**src/hw/rtl/csvt_pkg.sv**
```systemverilog
// csvt_pkg: shared types and constants of the CSV field tokenizer.
// Holds the beat payload structs, parse mode encoding, status codes and
// byte constants; depends on nothing.
package csvt_pkg;

   localparam int unsigned CSR_ADDR_BITS = 3;
   localparam int unsigned CSR_DATA_BITS = 32;

   // register byte addresses
   localparam logic [CSR_ADDR_BITS-1:0] REG_SEPARATOR = 3'd0;

   localparam logic [7:0] SEPARATOR_RESET = 8'd44;

   localparam logic [7:0] CHAR_QUOTE = 8'h22;
   localparam logic [7:0] CHAR_CR    = 8'h0D;
   localparam logic [7:0] CHAR_LF    = 8'h0A;
   localparam logic [7:0] CHAR_NUL   = 8'h00;

   localparam logic [2:0] STATUS_OK         = 3'd0;
   localparam logic [2:0] STATUS_QUOTE_BARE = 3'd1;
   localparam logic [2:0] STATUS_AFTER_QUOT = 3'd2;
   localparam logic [2:0] STATUS_UNCLOSED   = 3'd3;
   localparam logic [2:0] STATUS_MISMATCH   = 3'd4;

   typedef enum logic [5:0] {
      MODE_START    = 6'b000001,
      MODE_PLAIN    = 6'b000010,
      MODE_QUOTED   = 6'b000100,
      MODE_QSEEN    = 6'b001000,
      MODE_AFTER_CR = 6'b010000,
      MODE_DONE     = 6'b100000
   } parse_mode_type;

   typedef struct packed {
      logic [7:0] data_byte;
      logic       end_of_data;
   } req_payload_type;

   typedef struct packed {
      logic [7:0]  out_byte;
      logic        byte_valid;
      logic        field_end;
      logic        row_end;
      logic        finished;
      logic [2:0]  status;
      logic [15:0] row_index;
      logic [7:0]  column_index;
      logic [7:0]  expected_columns;
   } rsp_payload_type;

endpackage

```
**src/hw/rtl/csv_field_tokenizer_core.sv**
```systemverilog
// csv_field_tokenizer_core: streaming CSV tokenizer, top level.
// Instantiates csvt_parser and csvt_rsp_fifo; uses csvt_pkg.
//
// Usage:
//  - req channel: one CSV byte per beat (data_byte, end_of_data). A beat
//    is taken when req_valid is high and req_stall is low. A zero byte or
//    end_of_data closes the parse and re-arms the block for the next one.
//  - rsp channel: zero or one result beat per input byte: a field byte,
//    a field/row end mark, or the final beat (finished=1) with status.
//  - CSR port (APB style): register 0 at byte address 0 is the separator,
//    reset value ','. Write it only while the block is idle.
//  - Timing: a byte is registered on entry and parsed in the next cycle;
//    its result is pushed into the output FIFO, which drives rsp. One byte
//    per cycle sustained while req_stall stays low: the parse step is a
//    single state update on the byte register.
//  - Stalling: the 3-entry result FIFO absorbs the byte in flight; req_stall
//    rises when the input register plus the FIFO fill reach 3, so no result
//    is ever dropped and req_stall does not depend on rsp_stall directly.
//  - Reset (synchronous, active high) clears parse state, FIFO and
//    separator; the block takes bytes from the first cycle after reset.
module csv_field_tokenizer_core
   import csvt_pkg::*;
#(
   parameter int unsigned ROW_BITS = 16,
   parameter int unsigned COL_BITS = 8
) (
   input  logic                       clock,
   input  logic                       reset,
   // byte input
   input  logic                       req_valid,
   output logic                       req_stall,
   input  req_payload_type            req_data,
   // result output
   output logic                       rsp_valid,
   input  logic                       rsp_stall,
   output rsp_payload_type            rsp_data,
   // config port
   input  logic                       psel,
   input  logic                       penable,
   input  logic                       pwrite,
   input  logic [CSR_ADDR_BITS-1:0]   paddr,
   input  logic [CSR_DATA_BITS-1:0]   pwdata,
   output logic [CSR_DATA_BITS-1:0]   prdata,
   output logic                       pready
);

   localparam int unsigned FIFO_DEPTH = 3;
   localparam int unsigned LVL_BITS   = $clog2(FIFO_DEPTH+1);

   // config register
   logic [7:0] separator_ff, separator_in;

   // input register stage
   logic            in_valid_ff, in_valid_in;
   req_payload_type in_ff;
   logic            req_take;

   // parse state
   parse_mode_type      mode_ff, mode_in;
   logic                any_seen_ff, any_seen_in;
   logic [ROW_BITS-1:0] row_cnt_ff, row_cnt_in;
   logic [COL_BITS-1:0] field_cnt_ff, field_cnt_in;
   logic [COL_BITS-1:0] first_fields_ff, first_fields_in;
   logic                mm_seen_ff, mm_seen_in;
   logic [ROW_BITS-1:0] mm_row_ff, mm_row_in;
   logic [COL_BITS-1:0] mm_fields_ff, mm_fields_in;

   logic            has_result;
   rsp_payload_type result;
   logic [LVL_BITS-1:0] fifo_level;
   logic [LVL_BITS:0]   occupancy;

   // ---------------- config port ----------------
   assign pready = 1'b1;

   always_comb begin
      separator_in = separator_ff;
      if (psel && penable && pwrite && (paddr == REG_SEPARATOR)) begin
         separator_in = pwdata[7:0];
      end
   end

   assign prdata = (paddr == REG_SEPARATOR) ? {{(CSR_DATA_BITS-8){1'b0}}, separator_ff} : '0;

   // ---------------- input stage ----------------
   // bytes in flight: the input register plus everything queued for output
   assign occupancy   = {{LVL_BITS{1'b0}}, in_valid_ff} + {1'b0, fifo_level};
   assign req_stall   = (occupancy >= (LVL_BITS+1)'(FIFO_DEPTH));
   assign req_take    = req_valid && !req_stall;
   assign in_valid_in = req_take;

   // ---------------- parse step ----------------
   csvt_parser #(
      .ROW_BITS (ROW_BITS),
      .COL_BITS (COL_BITS)
   ) u_parser (
      .item            (in_ff),
      .separator       (separator_ff),
      .mode            (mode_ff),
      .any_seen        (any_seen_ff),
      .row_cnt         (row_cnt_ff),
      .field_cnt       (field_cnt_ff),
      .first_fields    (first_fields_ff),
      .mm_seen         (mm_seen_ff),
      .mm_row          (mm_row_ff),
      .mm_fields       (mm_fields_ff),
      .mode_in         (mode_in),
      .any_seen_in     (any_seen_in),
      .row_cnt_in      (row_cnt_in),
      .field_cnt_in    (field_cnt_in),
      .first_fields_in (first_fields_in),
      .mm_seen_in      (mm_seen_in),
      .mm_row_in       (mm_row_in),
      .mm_fields_in    (mm_fields_in),
      .has_result      (has_result),
      .result          (result)
   );

   // ---------------- result queue ----------------
   csvt_rsp_fifo #(
      .DEPTH (FIFO_DEPTH)
   ) u_rsp_fifo (
      .clock     (clock),
      .reset     (reset),
      .push      (in_valid_ff && has_result),
      .push_data (result),
      .pop       (!rsp_stall),
      .out_valid (rsp_valid),
      .out_data  (rsp_data),
      .level     (fifo_level)
   );

   // ---------------- registers ----------------
   always_ff @(posedge clock) begin
      if (reset) begin
         separator_ff    <= SEPARATOR_RESET;
         in_valid_ff     <= 1'b0;
         mode_ff         <= MODE_START;
         any_seen_ff     <= 1'b0;
         row_cnt_ff      <= '0;
         field_cnt_ff    <= '0;
         first_fields_ff <= '0;
         mm_seen_ff      <= 1'b0;
         mm_row_ff       <= '0;
         mm_fields_ff    <= '0;
      end else begin
         separator_ff <= separator_in;
         in_valid_ff  <= in_valid_in;
         // state advances only on a parsed byte
         if (in_valid_ff) begin
            mode_ff         <= mode_in;
            any_seen_ff     <= any_seen_in;
            row_cnt_ff      <= row_cnt_in;
            field_cnt_ff    <= field_cnt_in;
            first_fields_ff <= first_fields_in;
            mm_seen_ff      <= mm_seen_in;
            mm_row_ff       <= mm_row_in;
            mm_fields_ff    <= mm_fields_in;
         end
      end
   end

   always_ff @(posedge clock) begin
      if (req_take) begin
         in_ff <= req_data;
      end
   end

endmodule

```
**src/hw/rtl/csvt_parser.sv**
```systemverilog
// csvt_parser: one-byte parse step, pure combinational logic.
// Computes next parse state and the optional result beat; uses csvt_pkg.
module csvt_parser
   import csvt_pkg::*;
#(
   parameter int unsigned ROW_BITS = 16,
   parameter int unsigned COL_BITS = 8
) (
   input  req_payload_type      item,
   input  logic [7:0]           separator,
   input  parse_mode_type       mode,
   input  logic                 any_seen,
   input  logic [ROW_BITS-1:0]  row_cnt,
   input  logic [COL_BITS-1:0]  field_cnt,
   input  logic [COL_BITS-1:0]  first_fields,
   input  logic                 mm_seen,
   input  logic [ROW_BITS-1:0]  mm_row,
   input  logic [COL_BITS-1:0]  mm_fields,
   output parse_mode_type       mode_in,
   output logic                 any_seen_in,
   output logic [ROW_BITS-1:0]  row_cnt_in,
   output logic [COL_BITS-1:0]  field_cnt_in,
   output logic [COL_BITS-1:0]  first_fields_in,
   output logic                 mm_seen_in,
   output logic [ROW_BITS-1:0]  mm_row_in,
   output logic [COL_BITS-1:0]  mm_fields_in,
   output logic                 has_result,
   output rsp_payload_type      result
);

   typedef struct packed {
      logic [COL_BITS-1:0] first;
      logic                seen;
      logic [ROW_BITS-1:0] row;
      logic [COL_BITS-1:0] fields;
   } rowchk_type;

   function automatic rowchk_type close_row(rowchk_type cur, logic [ROW_BITS-1:0] row,
                                            logic [COL_BITS-1:0] cnt);
      rowchk_type nxt;
      nxt = cur;
      if (row == '0) begin
         nxt.first = cnt;
      end else if (cnt != cur.first && !cur.seen) begin
         nxt.seen   = 1'b1;
         nxt.row    = row;
         nxt.fields = cnt;
      end
      return nxt;
   endfunction

   function automatic logic [15:0] row_out(logic [ROW_BITS-1:0] row);
      logic [ROW_BITS+15:0] wide;
      wide = {16'b0, row};
      return wide[15:0];
   endfunction

   function automatic logic [7:0] col_out(logic [COL_BITS-1:0] col);
      logic [COL_BITS+7:0] wide;
      wide = {8'b0, col};
      return wide[7:0];
   endfunction

   function automatic logic [COL_BITS-1:0] col_inc(logic [COL_BITS-1:0] col);
      return (col != '1) ? col + 1'b1 : col;
   endfunction

   always_comb begin
      logic            is_end;
      logic            is_q;
      logic            is_s;
      logic            is_nl;
      logic            skip;
      logic            do_close;
      logic            do_term;
      parse_mode_type  m;
      logic [ROW_BITS-1:0] rc;
      logic [COL_BITS-1:0] fc;
      logic [COL_BITS-1:0] fc_final;
      rowchk_type      chk;
      rowchk_type      chk_n;

      is_end = item.end_of_data || (item.data_byte == CHAR_NUL);
      is_q   = (item.data_byte == CHAR_QUOTE);
      is_s   = !is_q && (item.data_byte == separator);
      is_nl  = !is_q && !is_s &&
               ((item.data_byte == CHAR_CR) || (item.data_byte == CHAR_LF));
      skip     = 1'b0;
      do_close = 1'b0;
      do_term  = 1'b0;
      m        = mode;
      rc       = row_cnt;
      fc       = field_cnt;
      fc_final = field_cnt;
      chk      = '{first: first_fields, seen: mm_seen, row: mm_row, fields: mm_fields};
      chk_n    = chk;

      mode_in         = mode;
      any_seen_in     = any_seen;
      row_cnt_in      = row_cnt;
      field_cnt_in    = field_cnt;
      first_fields_in = first_fields;
      mm_seen_in      = mm_seen;
      mm_row_in       = mm_row;
      mm_fields_in    = mm_fields;
      has_result      = 1'b0;
      result          = '0;
      result.expected_columns = col_out(first_fields);

      if (mode == MODE_DONE) begin
         if (is_end) begin
            mode_in         = MODE_START;
            any_seen_in     = 1'b0;
            row_cnt_in      = '0;
            field_cnt_in    = '0;
            first_fields_in = '0;
            mm_seen_in      = 1'b0;
            mm_row_in       = '0;
            mm_fields_in    = '0;
         end
      end else if (is_end) begin
         has_result      = 1'b1;
         result.finished = 1'b1;
         if (mode == MODE_QUOTED) begin
            result.status       = STATUS_UNCLOSED;
            result.row_index    = row_out(row_cnt);
            result.column_index = col_out(field_cnt);
         end else begin
            do_close = (mode == MODE_PLAIN) || (mode == MODE_QSEEN) ||
                       (((mode == MODE_START) || (mode == MODE_AFTER_CR)) && !any_seen);
            if (do_close) begin
               fc_final = col_inc(field_cnt);
            end
            if (do_close || field_cnt != '0) begin
               chk_n = close_row(chk, row_cnt, fc_final);
            end
            result.field_end        = do_close;
            result.row_end          = do_close || (field_cnt != '0);
            result.expected_columns = col_out(chk_n.first);
            if (chk_n.seen) begin
               result.status       = STATUS_MISMATCH;
               result.row_index    = row_out(chk_n.row);
               result.column_index = col_out(chk_n.fields);
            end else begin
               result.status       = STATUS_OK;
               result.row_index    = row_out(row_cnt);
               result.column_index = col_out(fc_final);
            end
         end
         // every end of data re-arms the parse
         mode_in         = MODE_START;
         any_seen_in     = 1'b0;
         row_cnt_in      = '0;
         field_cnt_in    = '0;
         first_fields_in = '0;
         mm_seen_in      = 1'b0;
         mm_row_in       = '0;
         mm_fields_in    = '0;
      end else begin
         if (m == MODE_AFTER_CR) begin
            m = MODE_START;
            skip = (item.data_byte == CHAR_LF);   // LF of a CRLF pair
         end
         mode_in = m;
         if (!skip) begin
            unique case (m)
               MODE_START: begin
                  if (any_seen && field_cnt == '0 && row_cnt != '1) begin
                     rc = row_cnt + 1'b1;
                  end
                  any_seen_in = 1'b1;
                  if (is_q) begin
                     mode_in = MODE_QUOTED;
                  end else if (is_s || is_nl) begin
                     do_term = 1'b1;
                  end else begin
                     mode_in           = MODE_PLAIN;
                     has_result        = 1'b1;
                     result.out_byte   = item.data_byte;
                     result.byte_valid = 1'b1;
                  end
               end
               MODE_PLAIN: begin
                  if (is_q) begin
                     mode_in         = MODE_DONE;
                     has_result      = 1'b1;
                     result.finished = 1'b1;
                     result.status   = STATUS_QUOTE_BARE;
                  end else if (is_s || is_nl) begin
                     do_term = 1'b1;
                  end else begin
                     has_result        = 1'b1;
                     result.out_byte   = item.data_byte;
                     result.byte_valid = 1'b1;
                  end
               end
               MODE_QUOTED: begin
                  if (is_q) begin
                     mode_in = MODE_QSEEN;
                  end else begin
                     has_result        = 1'b1;
                     result.out_byte   = item.data_byte;
                     result.byte_valid = 1'b1;
                  end
               end
               MODE_QSEEN: begin
                  if (is_q) begin
                     mode_in           = MODE_QUOTED;
                     has_result        = 1'b1;
                     result.out_byte   = CHAR_QUOTE;
                     result.byte_valid = 1'b1;
                  end else if (is_s || is_nl) begin
                     do_term = 1'b1;
                  end else begin
                     mode_in         = MODE_DONE;
                     has_result      = 1'b1;
                     result.finished = 1'b1;
                     result.status   = STATUS_AFTER_QUOT;
                  end
               end
               default: begin
                  mode_in = m;
               end
            endcase
         end

         if (do_term) begin
            has_result          = 1'b1;
            result.field_end    = 1'b1;
            result.column_index = col_out(fc);
            fc_final            = col_inc(fc);
            if (is_s) begin
               mode_in = MODE_START;
               fc      = fc_final;
            end else begin
               chk_n   = close_row(chk, rc, fc_final);
               result.row_end          = 1'b1;
               result.expected_columns = col_out(chk_n.first);
               fc      = '0;
               mode_in = (item.data_byte == CHAR_CR) ? MODE_AFTER_CR : MODE_START;
            end
         end

         result.row_index = row_out(rc);
         if (result.byte_valid) begin
            result.column_index = col_out(fc);
         end
         if (result.finished) begin
            result.column_index = col_out(fc);
         end
         row_cnt_in      = rc;
         field_cnt_in    = fc;
         first_fields_in = chk_n.first;
         mm_seen_in      = chk_n.seen;
         mm_row_in       = chk_n.row;
         mm_fields_in    = chk_n.fields;
      end
   end

endmodule

```
**src/hw/rtl/csvt_rsp_fifo.sv**
```systemverilog
// csvt_rsp_fifo: small register FIFO that holds result beats.
// Its level lets the input side stall ahead of time; uses csvt_pkg.
module csvt_rsp_fifo
   import csvt_pkg::*;
#(
   parameter int unsigned DEPTH = 3
) (
   input  logic                         clock,
   input  logic                         reset,
   input  logic                         push,
   input  rsp_payload_type              push_data,
   input  logic                         pop,
   output logic                         out_valid,
   output rsp_payload_type              out_data,
   output logic [$clog2(DEPTH+1)-1:0]   level
);

   localparam int unsigned PTR_BITS = (DEPTH > 1) ? $clog2(DEPTH) : 1;
   localparam int unsigned CNT_BITS = $clog2(DEPTH+1);
   localparam logic [PTR_BITS-1:0] LAST = PTR_BITS'(DEPTH - 1);

   rsp_payload_type       entry_ff [DEPTH];
   logic [PTR_BITS-1:0]   wr_ptr_ff, wr_ptr_in;
   logic [PTR_BITS-1:0]   rd_ptr_ff, rd_ptr_in;
   logic [CNT_BITS-1:0]   count_ff, count_in;
   logic                  do_pop;

   assign out_valid = (count_ff != '0);
   assign out_data  = entry_ff[rd_ptr_ff];
   assign level     = count_ff;
   assign do_pop    = pop && out_valid;

   always_comb begin
      wr_ptr_in = wr_ptr_ff;
      rd_ptr_in = rd_ptr_ff;
      count_in  = count_ff;
      if (push) begin
         wr_ptr_in = (wr_ptr_ff == LAST) ? '0 : wr_ptr_ff + 1'b1;
      end
      if (do_pop) begin
         rd_ptr_in = (rd_ptr_ff == LAST) ? '0 : rd_ptr_ff + 1'b1;
      end
      if (push && !do_pop) begin
         count_in = count_ff + 1'b1;
      end else if (!push && do_pop) begin
         count_in = count_ff - 1'b1;
      end
   end

   always_ff @(posedge clock) begin
      if (reset) begin
         wr_ptr_ff <= '0;
         rd_ptr_ff <= '0;
         count_ff  <= '0;
      end else begin
         wr_ptr_ff <= wr_ptr_in;
         rd_ptr_ff <= rd_ptr_in;
         count_ff  <= count_in;
      end
   end

   always_ff @(posedge clock) begin
      if (push) begin
         entry_ff[wr_ptr_ff] <= push_data;
      end
   end

endmodule
```
**config.mk**
```make
export PLATFORM = sky130hd
export DESIGN_NAME = csv_field_tokenizer_core
export DESIGN_NICKNAME = d
export VERILOG_FILES = /design/src/hw/rtl/csvt_pkg.sv /design/src/hw/rtl/csv_field_tokenizer_core.sv /design/src/hw/rtl/csvt_parser.sv /design/src/hw/rtl/csvt_rsp_fifo.sv
export SDC_FILE = /design/constraint.sdc
export NUM_CORES = 1
export LEC_CHECK = 0
export BUFFER_PORTS_ARGS = -buffer_cell sky130_fd_sc_hd__buf_2
export CAP_MARGIN = 20
export CORE_AREA = 2 2 155 157
export CTS_CLUSTER_SIZE = 20
export DETAILED_ROUTE_END_ITERATION = 10
export DIE_AREA = 0 0 157 159
export GPL_TIMING_DRIVEN = 1
export PLACE_DENSITY = 0.7
export SLEW_MARGIN = 30
export SYNTH_ARGS = -nofsm -noshare
export SYNTH_HDL_FRONTEND = slang
export SYNTH_SLANG_ARGS = --single-unit
```
**constraint.sdc**
```tcl
create_clock -name clock -period 18.25 [get_ports clock]
set_input_delay 1.825 -clock clock [delete_from_list [all_inputs] [get_ports clock]]
set_output_delay 1.825 -clock clock [all_outputs]
set_load 0.05 [all_outputs]
```
==> results of run 1 <==
[cell usage in the layout, fill, tap and decap left out, drive strengths merged, types with 10 or more instances in the layout]
cell type	instances
mux2i	64
nand3	24
a31oi	10
clkbuf	33
o22ai	29
nor4	13
a211oi	18
a21oi	47
xnor2	34
and2	22
xor2	18
nand2	103
conb	25
nor3	25
inv	53
or3	11
edfxtp	150
buf	96
nand4	14
dfxtp	81
nor2	85
nand2b	10
a22oi	20
o21ai	88
and3	10
[worst max path at each step]
| stage | from | endpoint | slack, ns | depth (start not counted) |
|---|---|---|---|---|
| 3_3_place_gp | paddr[1] | prdata[6] | 13.55 | 4 |
| 6_report | mode_ff[1] | u_rsp_fifo.entry_ff[2][1] | 13.40 | 8 |
| 3_5_place_dp | paddr[1] | prdata[5] | 13.48 | 4 |
| 4_1_cts | paddr[1] | prdata[5] | 13.47 | 4 |
| 5_1_grt | paddr[1] | prdata[0] | 13.30 | 4 |
| 2_1_floorplan | mode_ff[1] | u_rsp_fifo.entry_ff[1][0] | 12.11 | 8 |
[cells by family (layout without fill, tap and decap cells)]
kind of cell               Yosys count  after routing  synth area share [%]
and+or+nand+nor                    360            360                  15.6
AOI/OAI and AO/OA                  278            278                  15.2
DFF                                231            231                  52.3
buffers and inverters              157            193                  6.15
other                                2             25                0.0641
muxes                               67             67                  5.75
adders and majority gates            8              8                 0.854
xor gates and xnor gates            53             53                  4.08
[state kept, by name, indices dropped and copies added (netlist names), named ones only]
signal,flops
in_valid_ff,1
mm_seen_ff,1
in_ff,9
u_rsp_fifo.entry_ff,141
u_rsp_fifo.level,2
mode_ff,6
any_seen_ff,1
first_fields_ff,8
mm_row_ff,16
separator_ff,8
u_rsp_fifo.wr_ptr_ff,2
field_cnt_ff,8
mm_fields_ff,8
u_rsp_fifo.rd_ptr_ff,2
row_cnt_ff,16
[per-stage QoR]
stage	setup WS, ns	cell area (µm²)
finish	13.40	13100
global route	13.30	13100
CTS	13.47	13000
detailed placement	13.48	12200
global placement	13.55	12200
floorplan	12.11	11800
[critical path: stages, from the launching register on]
cell,delay [ns]
dfxtp_1,0.39
or3_1,0.53
nor3_1,0.52
o21ai_0,0.37
nor3_1,0.71
o21ai_0,0.50
nor4_1,0.63
o21ai_0,0.31
a221oi_1,0.61
[power by group]
part,internal [W],switching [W]
clock,0.000295,0.000194
sequential,0.000592,0.0000203
combinational,0.0000936,0.000278
total,0.000981,0.000492
[final cells by class]
type	count	share of cell area (%)
Tap cell	319	3.06
Multi-Input combinational cell	791	38.4
Clock buffer	33	5.33
Clock inverter	11	0.862
Inverter	53	1.52
Sequential cell	231	46.9
Timing Repair Buffer	96	3.93
[per-layer routing]
layer | wire length, µm | vias up
met3 | 1590 | 45
met1 | 12700 | 4270
li1 | - | 4274
met4 | 615 | 0
met5 | 0 | -
met2 | 13200 | 309
==> impl_results.md, run 1 <==
- Power Dens Cells: 113 nW/µm²
- Fin crit period: 4.85 ns
- Vias: 8898
- Nets: 1256
- WS Path Type: flip-flop to flip-flop
- CP Max Fanout: 9
- Worst r2r src: mode_ff[1]
- Top Usage Layer GRT: met2
- Setup bufs post-CTS: 0
- # IOs: 133
- Total core area: 23200 µm²
- Async SR Flop Fraction: 0%
- Mapped Area: 11700 µm²
- Largest net degree at the start of global routing: 77
- Gr ovfl total: 0
- Initial DRC count: 900
- Routing usage on met2: 35.9%
- Final Skew: 0.00949 ns
- Die Height: 159 µm
- Final core occ: 56.3%
- Commonest cells post-synth: 150 x edfxtp_1, 103 x nand2_1, 88 x o21ai_0, 85 x nor2_1, 81 x dfxtp_1
- RSZ-0062 raised after global routing: false
- Routed WL: 28100 µm
- Max-Cap Viols: 0
- GR Util met3: 2.59%
- # port buffers: 83
- Area delta synth->final: 11.4%
- Crit end category: flip-flop
- Status: finished, final reports clean
- Root Driver: clkbuf_16
- Seq/Total Area, Yosys: 52.3%
- Hold Path Stages: 2
- WHS: 0.472 ns
- Rows: 56
- Slew Limit Fails: 0
- Synth area leader: edfxtp_1
- Top post-synthesis cells by area: edfxtp_1 38%, dfxtp_1 14%, mux2i_1 5.5%, o21ai_0 3.8%, nand2_1 3.3%
- Multi-input gate area: 5010 µm²
- Final Setup Violations: 0
- Synth warnings: 0
- Met1 GRT Util: 32.2%
- Crit share post-route: 26.6%
- Post-synth EDFFs: 150
- Die Span X: 157 µm
- Final setup TNS: 0 ns
- Worst skew pair latency: 0.51 ns
- Share of cells above drive strength 1: 13.3%
- FF-to-FF setup slack: 13.40 ns
- Starting Density: 50.5%
- R2r endpoint: u_rsp_fifo.entry_ff[2][1]
- Final Hold Fails: 0
- Measured slew at the worst slew-check pin: 1.05 ns
- Drt wl/cell: 18.3 µm
- CTS Buf Count: 24
- Rel. slew slack: 30.0%
- Sequential Area: 6130 µm²
- Critical Path RT: 18.48 ns
- Vias in the first global route: 8223
- Register bit total from synthesis: 231
- Worst Setup Start Kind: flip-flop
- Final HPWL DP: 19000 µm
- DR DRC count: 0
- Post-route antenna net violation count: 0
- Gpl congestion: 0.978
- Clock slew at reported path FFs: 0.06 ns
- DR pass1 iterations: 5
- CTS tree: done
- PostCTS Resize Cnt: 0
- Synth Area per Inst: 10.1 µm²
- Placed Cells: 1490
- Primary FF master, synth: edfxtp_1
- Final Total Pwr: 0.00147 W
- Synth unique cells: 74
- Post-synth top area share: 38.4%
- HP Class: flip-flop to flip-flop
- Worst Hold Launch: mm_row_ff[4]
- Number of antenna diodes: 0
- Hold buffer count at CTS: 0
- Total track usage: 22.4%
- Antenna violations before repair: 0
- H-tree depth: 1
- R2r worst-path depth: 8
- Most frequent cell after synthesis: edfxtp_1
- Post-Syn Instances: 1156
- Full die area: 25000 µm²
- First-pass GRT wire length: 44600 µm
- Fillers: 2024
- Final Non-Filler Cells: 1534
- CP Data Arrival Time: 5.08 ns
- Fmax achieved: 206 MHz
- Hold EP: mm_row_ff[4]
- Clk sinks: 231
- Pleak: 4.50 nW
- Via density: 5.80
- VDD IR max: 63.6 µV
- Max clock buf depth: 3
No activity file was read; power rests on OpenSTA's default activity.
==> inputs of run 2 (changes only) <==
PLACE_DENSITY = 0.73   (was 0.7)
clock period = 4 ns   (was 18.25 ns; I/O delays follow)
==> run 2 against run 1 <==
Effect of this change: clock-buffer cell count shrank 2; final area grew 2.8%; critical path type unchanged; die area is the same; sequential share of layout area shrank 1.3 points; largest power group unchanged.
==> impl_results.md, run 2 (synthesized netlist as in run 1, its figures left out) <==
- Gpl congestion: 0.986 (was 0.978)
- Largest register FFs: 141 (unchanged)
- H-tree depth: 1 (unchanged)
- Hold Path Stages: 1 (was 2)
- Post-route antenna net violation count: 0 (unchanged)
- Starting Density: 50.5% (unchanged)
- Top reg by flops: u_rsp_fifo.entry_ff (unchanged)
- Top Registers: u_rsp_fifo.entry_ff: 141 flops, mm_row_ff: 16 flops, row_cnt_ff: 16 flops (unchanged)
- Clk network pwr share: 33.0% (was 33.2%)
- Worst slack at placement: 0.254 ns (was 13.48 ns)
- Hold buffer count at CTS: 0 (unchanged)
- Share of cells above drive strength 1: 15.8% (was 13.3%)
- Largest net degree at the start of global routing: 59 (was 77)
- Leading cell type in the layout, fill and taps excluded: edfxtp_1 (unchanged)
- Full die area: 25000 µm² (unchanged)
- Vias: 9158 (was 8898)
- Drt wl/cell: 18.3 µm (about the same)
- CTS Buf Count: 24 (unchanged)
- Antenna violations before repair: 0 (unchanged)
- Max-Cap Viols: 0 (unchanged)
- Power Dens Cells: 506 nW/µm² (was 113 nW/µm²)
- CP Data Arrival Time: 4.15 ns (was 5.08 ns)
- Final Hold Fails: 0 (unchanged)
- Root Driver: clkbuf_16 (unchanged)
- RSZ-0062 raised after global routing: false (unchanged)
- Die Height: 159 µm (unchanged)
- Slowest Stage Delay on Critical Path: 0.59 ns (was 0.71 ns)
- Fin crit period: 3.89 ns (was 4.85 ns)
- Critical-path top delay cell: or3_1 (was nor3_1)
- Rel. slew slack: 41.1% (was 30.0%)
- Sequential Area: 6130 µm² (unchanged)
- Worst Setup Start Kind: flip-flop (unchanged)
- Switching power: 0.00228 W (was 0.000492 W)
- Commonest cells after routing, fill and taps aside: 150 x edfxtp_1, 103 x nand2_1, 87 x o21ai_0, 85 x nor2_1, 83 x buf_2 (unchanged)
- Worst skew pair latency: 0.52 ns (was 0.51 ns)
- Initial DRC count: 714 (was 900)
- Slew Limit Fails: 0 (unchanged)
- Die Span X: 157 µm (unchanged)
- # port buffers: 83 (unchanged)
- Placed Cells: 1531 (was 1490)
- Number of antenna diodes: 0 (unchanged)
- CP Max Fanout: 9 (unchanged)
- Sw Share: 33.6% (was 33.4%)
- Final setup TNS: 0 ns (unchanged)
- Clk sinks: 231 (unchanged)
- HP Class: input port to flip-flop (was flip-flop to flip-flop)
- Setup ws final: 0.115 ns (was 13.40 ns)
- Nets: 1297 (was 1256)
- Crit share post-route: 97.1% (was 26.6%)
- Int Power: 0.00451 W (was 0.000981 W)
- First-pass GRT wire length: 45700 µm (was 44600 µm)
- WHS: 0.0515 ns (was 0.472 ns)
- Final HPWL DP: 20100 µm (was 19000 µm)
- CTS tree: done (unchanged)
- WS Path Type: flip-flop to flip-flop (unchanged)
- VDD IR max: 342 µV (was 63.6 µV)
- Status: finished, final reports clean (unchanged)
- Total core area: 23200 µm² (unchanged)
- Area delta synth->final: 14.6% (was 11.4%)
- Pleak: 4.74 nW (was 4.50 nW)
- Setup bufs post-CTS: 0 (unchanged)
- # IOs: 133 (unchanged)
- Final Setup Violations: 0 (unchanged)
- Measured slew at the worst slew-check pin: 0.880 ns (was 1.05 ns)
- Via density: 5.81 (was 5.80)
- Multi-input gate area: 5020 µm² (was 5010 µm²)
- Max clock buf depth: 3 (unchanged)
- Gr ovfl total: 0 (unchanged)
- Vias in the first global route: 8551 (was 8223)
- Final Non-Filler Cells: 1575 (was 1534)
- Critical Path RT: 4.27 ns (was 18.48 ns)
- Routed WL: 28900 µm (was 28100 µm)
- Fillers: 1973 (was 2024)
- CP cell instances: nor4b_1, and4b_1, nor4_4, or4_1, a221o_1, or3_1, or2_0, o221ai_1 (was or3_1, nor3_1, o21ai_0, nor3_1, o21ai_0, nor4_1, o21ai_0, a221oi_1)
- R2r worst-path depth: 8 (unchanged)
- Logic gate share of total power: 25.7% (was 25.2%)
- Total track usage: 23.0% (was 22.4%)
- PostCTS Resize Cnt: 0 (unchanged)
- Crit end category: flip-flop (unchanged)
- DR pass1 iterations: 5 (unchanged)
- DR DRC count: 0 (unchanged)
- Clock slew at reported path FFs: 0.06 ns (about the same)
- Fmax achieved: 257 MHz (was 206 MHz)
- Rows: 56 (unchanged)
- Flop pwr share: 41.2% (was 41.6%)
- Final Skew: 0.0199 ns (was 0.00949 ns)
==> run 2: changes by cell type in the layout (fill, tap and decap cells not counted), sizes merged <==
cell,before,now
bufinv,2,3
clkbuf,33,31
clkinvlp,4,0
inv,53,55
buf,96,137
clkinv,5,8
==> run 2: cell type report <==
class	count	share of cell area, %
timing repair buffer	137	6.67
tap	319	2.97
inverter	53	1.48
multi-input combinational	791	37.4
clock inverter	13	1.06
sequential	231	45.6
clock buffer	31	4.83
==> run 2: metal layers <==
| layer | up-vias | share of wire, % | track usage (%) | wire, µm |
|---|---|---|---|---|
| met5 | - | 0 | 0 | 0 |
| met3 | 60 | 6.3 | 3.08 | 1820 |
| met4 | 0 | 2.6 | 6.67 | 765 |
| met2 | 347 | 47 | 37.9 | 13600 |
| met1 | 4394 | 44 | 31.8 | 12700 |
| li1 | 4357 | - | - | - |
==> run 2: worst paths after layout <==
kind	start	endpoint	slack, ns
hold / removal	req_data[5]	in_ff[5]	0.05
setup / recovery	in_ff[5]	u_rsp_fifo.entry_ff[1][3]	0.11
setup reg to reg	in_ff[5]	u_rsp_fifo.entry_ff[1][3]	0.11
hold reg to reg	mm_fields_ff[5]	mm_fields_ff[5]	0.47
==> run 2: power by group through the flow <==
stage / clock (W) / sequential, W / combinational (W)
after CTS: 0.00227 / 0.00280 / 0.00175
final: 0.00224 / 0.00280 / 0.00175
after floorplan: 0 / 0.00280 / 0.00136
after global placement: 0 / 0.00285 / 0.00172
after detailed placement: 0 / 0.00285 / 0.00174
after global routing: 0.00238 / 0.00281 / 0.00185
==> run 2: per-stage QoR <==
stage	utilization (%)	total power, W	area (µm²)
6_report	57.9	0.00679	13400
5_1_grt	57.9	0.00704	13400
3_5_place_dp	54.5	0.00460	12600
3_3_place_gp	54.5	0.00457	12600
4_1_cts	57.9	0.00682	13400
2_1_floorplan	-	0.00415	11800
==> run 2: worst max-delay path: cells and delay by family (launching register included) <==
kind             cells  cell delay, ns
flip-flops           1            0.46
AO/OA/AOI/OAI        2            0.77
AND/OR/NAND/NOR      6            2.39
==> inputs of run 3 (changes only) <==
REMOVE_ABC_BUFFERS = 1   (was default)
==> run 3 against run 2 <==
Effect of this change: global-route usage fell by 0.48 points; flip-flop and latch count did not move; non-clock buffer count rose by 8; via count shrank 2.1%; die area did not move; combinational power hardly changed; sequential power is essentially flat; clock-buffer cell count rose by 1; largest cell class unchanged; highest routed layer unchanged.
==> impl_results.md, run 3 (synthesized netlist as in run 1, its figures left out) <==
- VDD IR max: 411 µV (was 342 µV)
- Max clock buf depth: 3 (unchanged)
- Routed WL: 28200 µm (was 28900 µm)
- PostCTS Resize Cnt: 0 (unchanged)
- Clk sinks: 231 (unchanged)
- H-tree depth: 1 (unchanged)
- Via density: 5.66 (was 5.81)
- Worst slack at placement: 0.300 ns (was 0.254 ns)
- Leading cell type in the layout, fill and taps excluded: edfxtp_1 (unchanged)
- Total track usage: 22.5% (was 23.0%)
- Final HPWL DP: 19400 µm (was 20100 µm)
- Largest register FFs: 141 (unchanged)
- Int Power: 0.00448 W (was 0.00451 W)
- Slowest Stage Delay on Critical Path: 0.51 ns (was 0.59 ns)
- Top reg by flops: u_rsp_fifo.entry_ff (unchanged)
- Status: finished, final reports clean (unchanged)
- Antenna violations before repair: 0 (unchanged)
- Top cell by count, worst path: buf_4
- Sw Share: 33.8% (was 33.6%)
- CP Data Arrival Time: 4.16 ns (was 4.15 ns)
- Vias in the first global route: 8587 (was 8551)
- Clk network pwr share: 32.8% (was 33.0%)
- Share of cells above drive strength 1: 16.7% (was 15.8%)
- Final Skew: 0.0172 ns (was 0.0199 ns)
- Vias: 8964 (was 9158)
- Clock slew at reported path FFs: 0.06 ns (about the same)
- Critical-path top delay cell: dfxtp_1 (was or3_1)
- Gpl congestion: 0.929 (was 0.986)
- Final Hold Fails: 0 (unchanged)
- Rel. slew slack: 41.0% (was 41.1%)
- Nets: 1305 (was 1297)
- Largest net degree at the start of global routing: 49 (was 59)
- Measured slew at the worst slew-check pin: 0.876 ns (was 0.880 ns)
- Setup ws final: 0.226 ns (was 0.115 ns)
- Worst skew pair latency: 0.53 ns (was 0.52 ns)
- RSZ-0062 raised after global routing: false (unchanged)
- Hold buffer count at CTS: 0 (unchanged)
- DR DRC count: 0 (unchanged)
- Crit end category: flip-flop (unchanged)
- Slew Limit Fails: 0 (unchanged)
- Die Height: 159 µm (unchanged)
- Max-Cap Viols: 0 (unchanged)
- CTS Buf Count: 24 (unchanged)
- Flop pwr share: 41.4% (was 41.2%)
- Initial DRC count: 680 (was 714)
- Post-route antenna net violation count: 0 (unchanged)
- Fmax achieved: 265 MHz (was 257 MHz)
- Rows: 56 (unchanged)
- Starting Density: 50.5% (unchanged)
- Die Span X: 157 µm (unchanged)
- # port buffers: 83 (unchanged)
- Root Driver: clkbuf_16 (unchanged)
- WS Path Type: flip-flop to flip-flop (unchanged)
- CP cell instances: ha_1, nand4_1, nor4_1, buf_4, nor4_4, buf_4, or4_1, a221o_1, or3_1, buf_4, nand4_2, buf_4, o22ai_1 (was nor4b_1, and4b_1, nor4_4, or4_1, a221o_1, or3_1, or2_0, o221ai_1)
- Final Setup Violations: 0 (unchanged)
- Pleak: 4.77 nW (was 4.74 nW)
- Drt wl/cell: 17.8 µm (was 18.3 µm)
- Post-DP Area: 12700 µm² (was 12600 µm²)
- Commonest cells after routing, fill and taps aside: 150 x edfxtp_1, 103 x nand2_1, 88 x o21ai_0, 85 x nor2_1, 83 x buf_2 (was 150 x edfxtp_1, 103 x nand2_1, 87 x o21ai_0, 85 x nor2_1, 83 x buf_2)
- DR pass1 iterations: 5 (unchanged)
- CP Max Fanout: 19 (was 9)
- Gr ovfl total: 0 (unchanged)
- Number of antenna diodes: 0 (unchanged)
- First-pass GRT wire length: 45100 µm (was 45700 µm)
- # IOs: 133 (unchanged)
- Full die area: 25000 µm² (unchanged)
- Fin area: 13500 µm² (was 13400 µm²)
- Fin crit period: 3.77 ns (was 3.89 ns)
- Worst Setup Start Kind: flip-flop (unchanged)
- HP Class: input port to flip-flop (unchanged)
- Switching power: 0.00228 W (about the same)
- Logic gate share of total power: 25.8% (was 25.7%)
- Setup bufs post-CTS: 0 (unchanged)
- Crit share post-route: 94.4% (was 97.1%)
- Critical Path RT: 4.39 ns (was 4.27 ns)
- Total core area: 23200 µm² (unchanged)
- Top Registers: u_rsp_fifo.entry_ff: 141 flops, mm_row_ff: 16 flops, row_cnt_ff: 16 flops (unchanged)
- Power Dens Cells: 502 nW/µm² (was 506 nW/µm²)
- Area delta synth->final: 14.8% (was 14.6%)
- CTS tree: done (unchanged)
-- run 3: final cells by class --
class | instances | area [µm²]
clock buffer | 32 | 661
clock inverter | 12 | 130
fill | 1994 | 9740
inverter | 53 | 199
multi-input combinational | 791 | 5000
sequential | 231 | 6130
tap | 319 | 399
timing repair buffer | 145 | 931
-- run 3: final timing paths --
check                 from       endpoint  slack, ns  cells past startpoint
min reg2reg   mm_row_ff[5]   mm_row_ff[5]       0.47                      2
max          row_cnt_ff[1]  mm_row_ff[15]       0.23                     13
max reg2reg  row_cnt_ff[1]  mm_row_ff[15]       0.23                     13
min            req_data[1]       in_ff[1]       0.05                      1
-- run 3: metal layers --
layer	share of wire [%]	GRT usage [%]	wire length [µm]	vias to the layer above
li1	-	-	-	4373
met3	6.5	3.70	1830	51
met2	46	36.6	13100	291
met1	45	31.2	12700	4249
met5	0	0	0	-
met4	2.2	6.30	627	0
-- run 3: per-stage QoR --
step / cells / power [W] / hold WS (ns) / util (%) / TNS, ns
finish: 1583 / 0.00676 / 0.0505 / 58.0 / 0
global route: 1583 / 0.00701 / 0.0298 / 58.0 / 0
floorplan: 1075 / 0.00412 / 0.446 / - / -329.33
CTS: 1583 / 0.00680 / 0.0332 / 58.0 / 0
global placement: 1539 / 0.00457 / 0.455 / 54.5 / 0
detailed placement: 1539 / 0.00460 / 0.463 / 54.6 / 0
-- run 3: power by group through the flow --
| stage | logic [W] | registers (W) | clock network [W] |
|---|---|---|---|
| floorplan | 0.00124 | 0.00287 | 0 |
| global placement | 0.00173 | 0.00284 | 0 |
| detailed placement | 0.00175 | 0.00285 | 0 |
| CTS | 0.00175 | 0.00280 | 0.00226 |
| global route | 0.00186 | 0.00281 | 0.00235 |
| finish | 0.00174 | 0.00280 | 0.00221 |
-- run 3: critical path, delay by kind of cell (launching register included) --
kind                     cells  cell delay (ns)
flip-flops                   1             0.51
adder cells (fa/ha/maj)      1             0.23
buffers and inverters        4             0.84
AND/OR/NAND/NOR              6             1.53
AO/OA/AOI/OAI                2             0.50
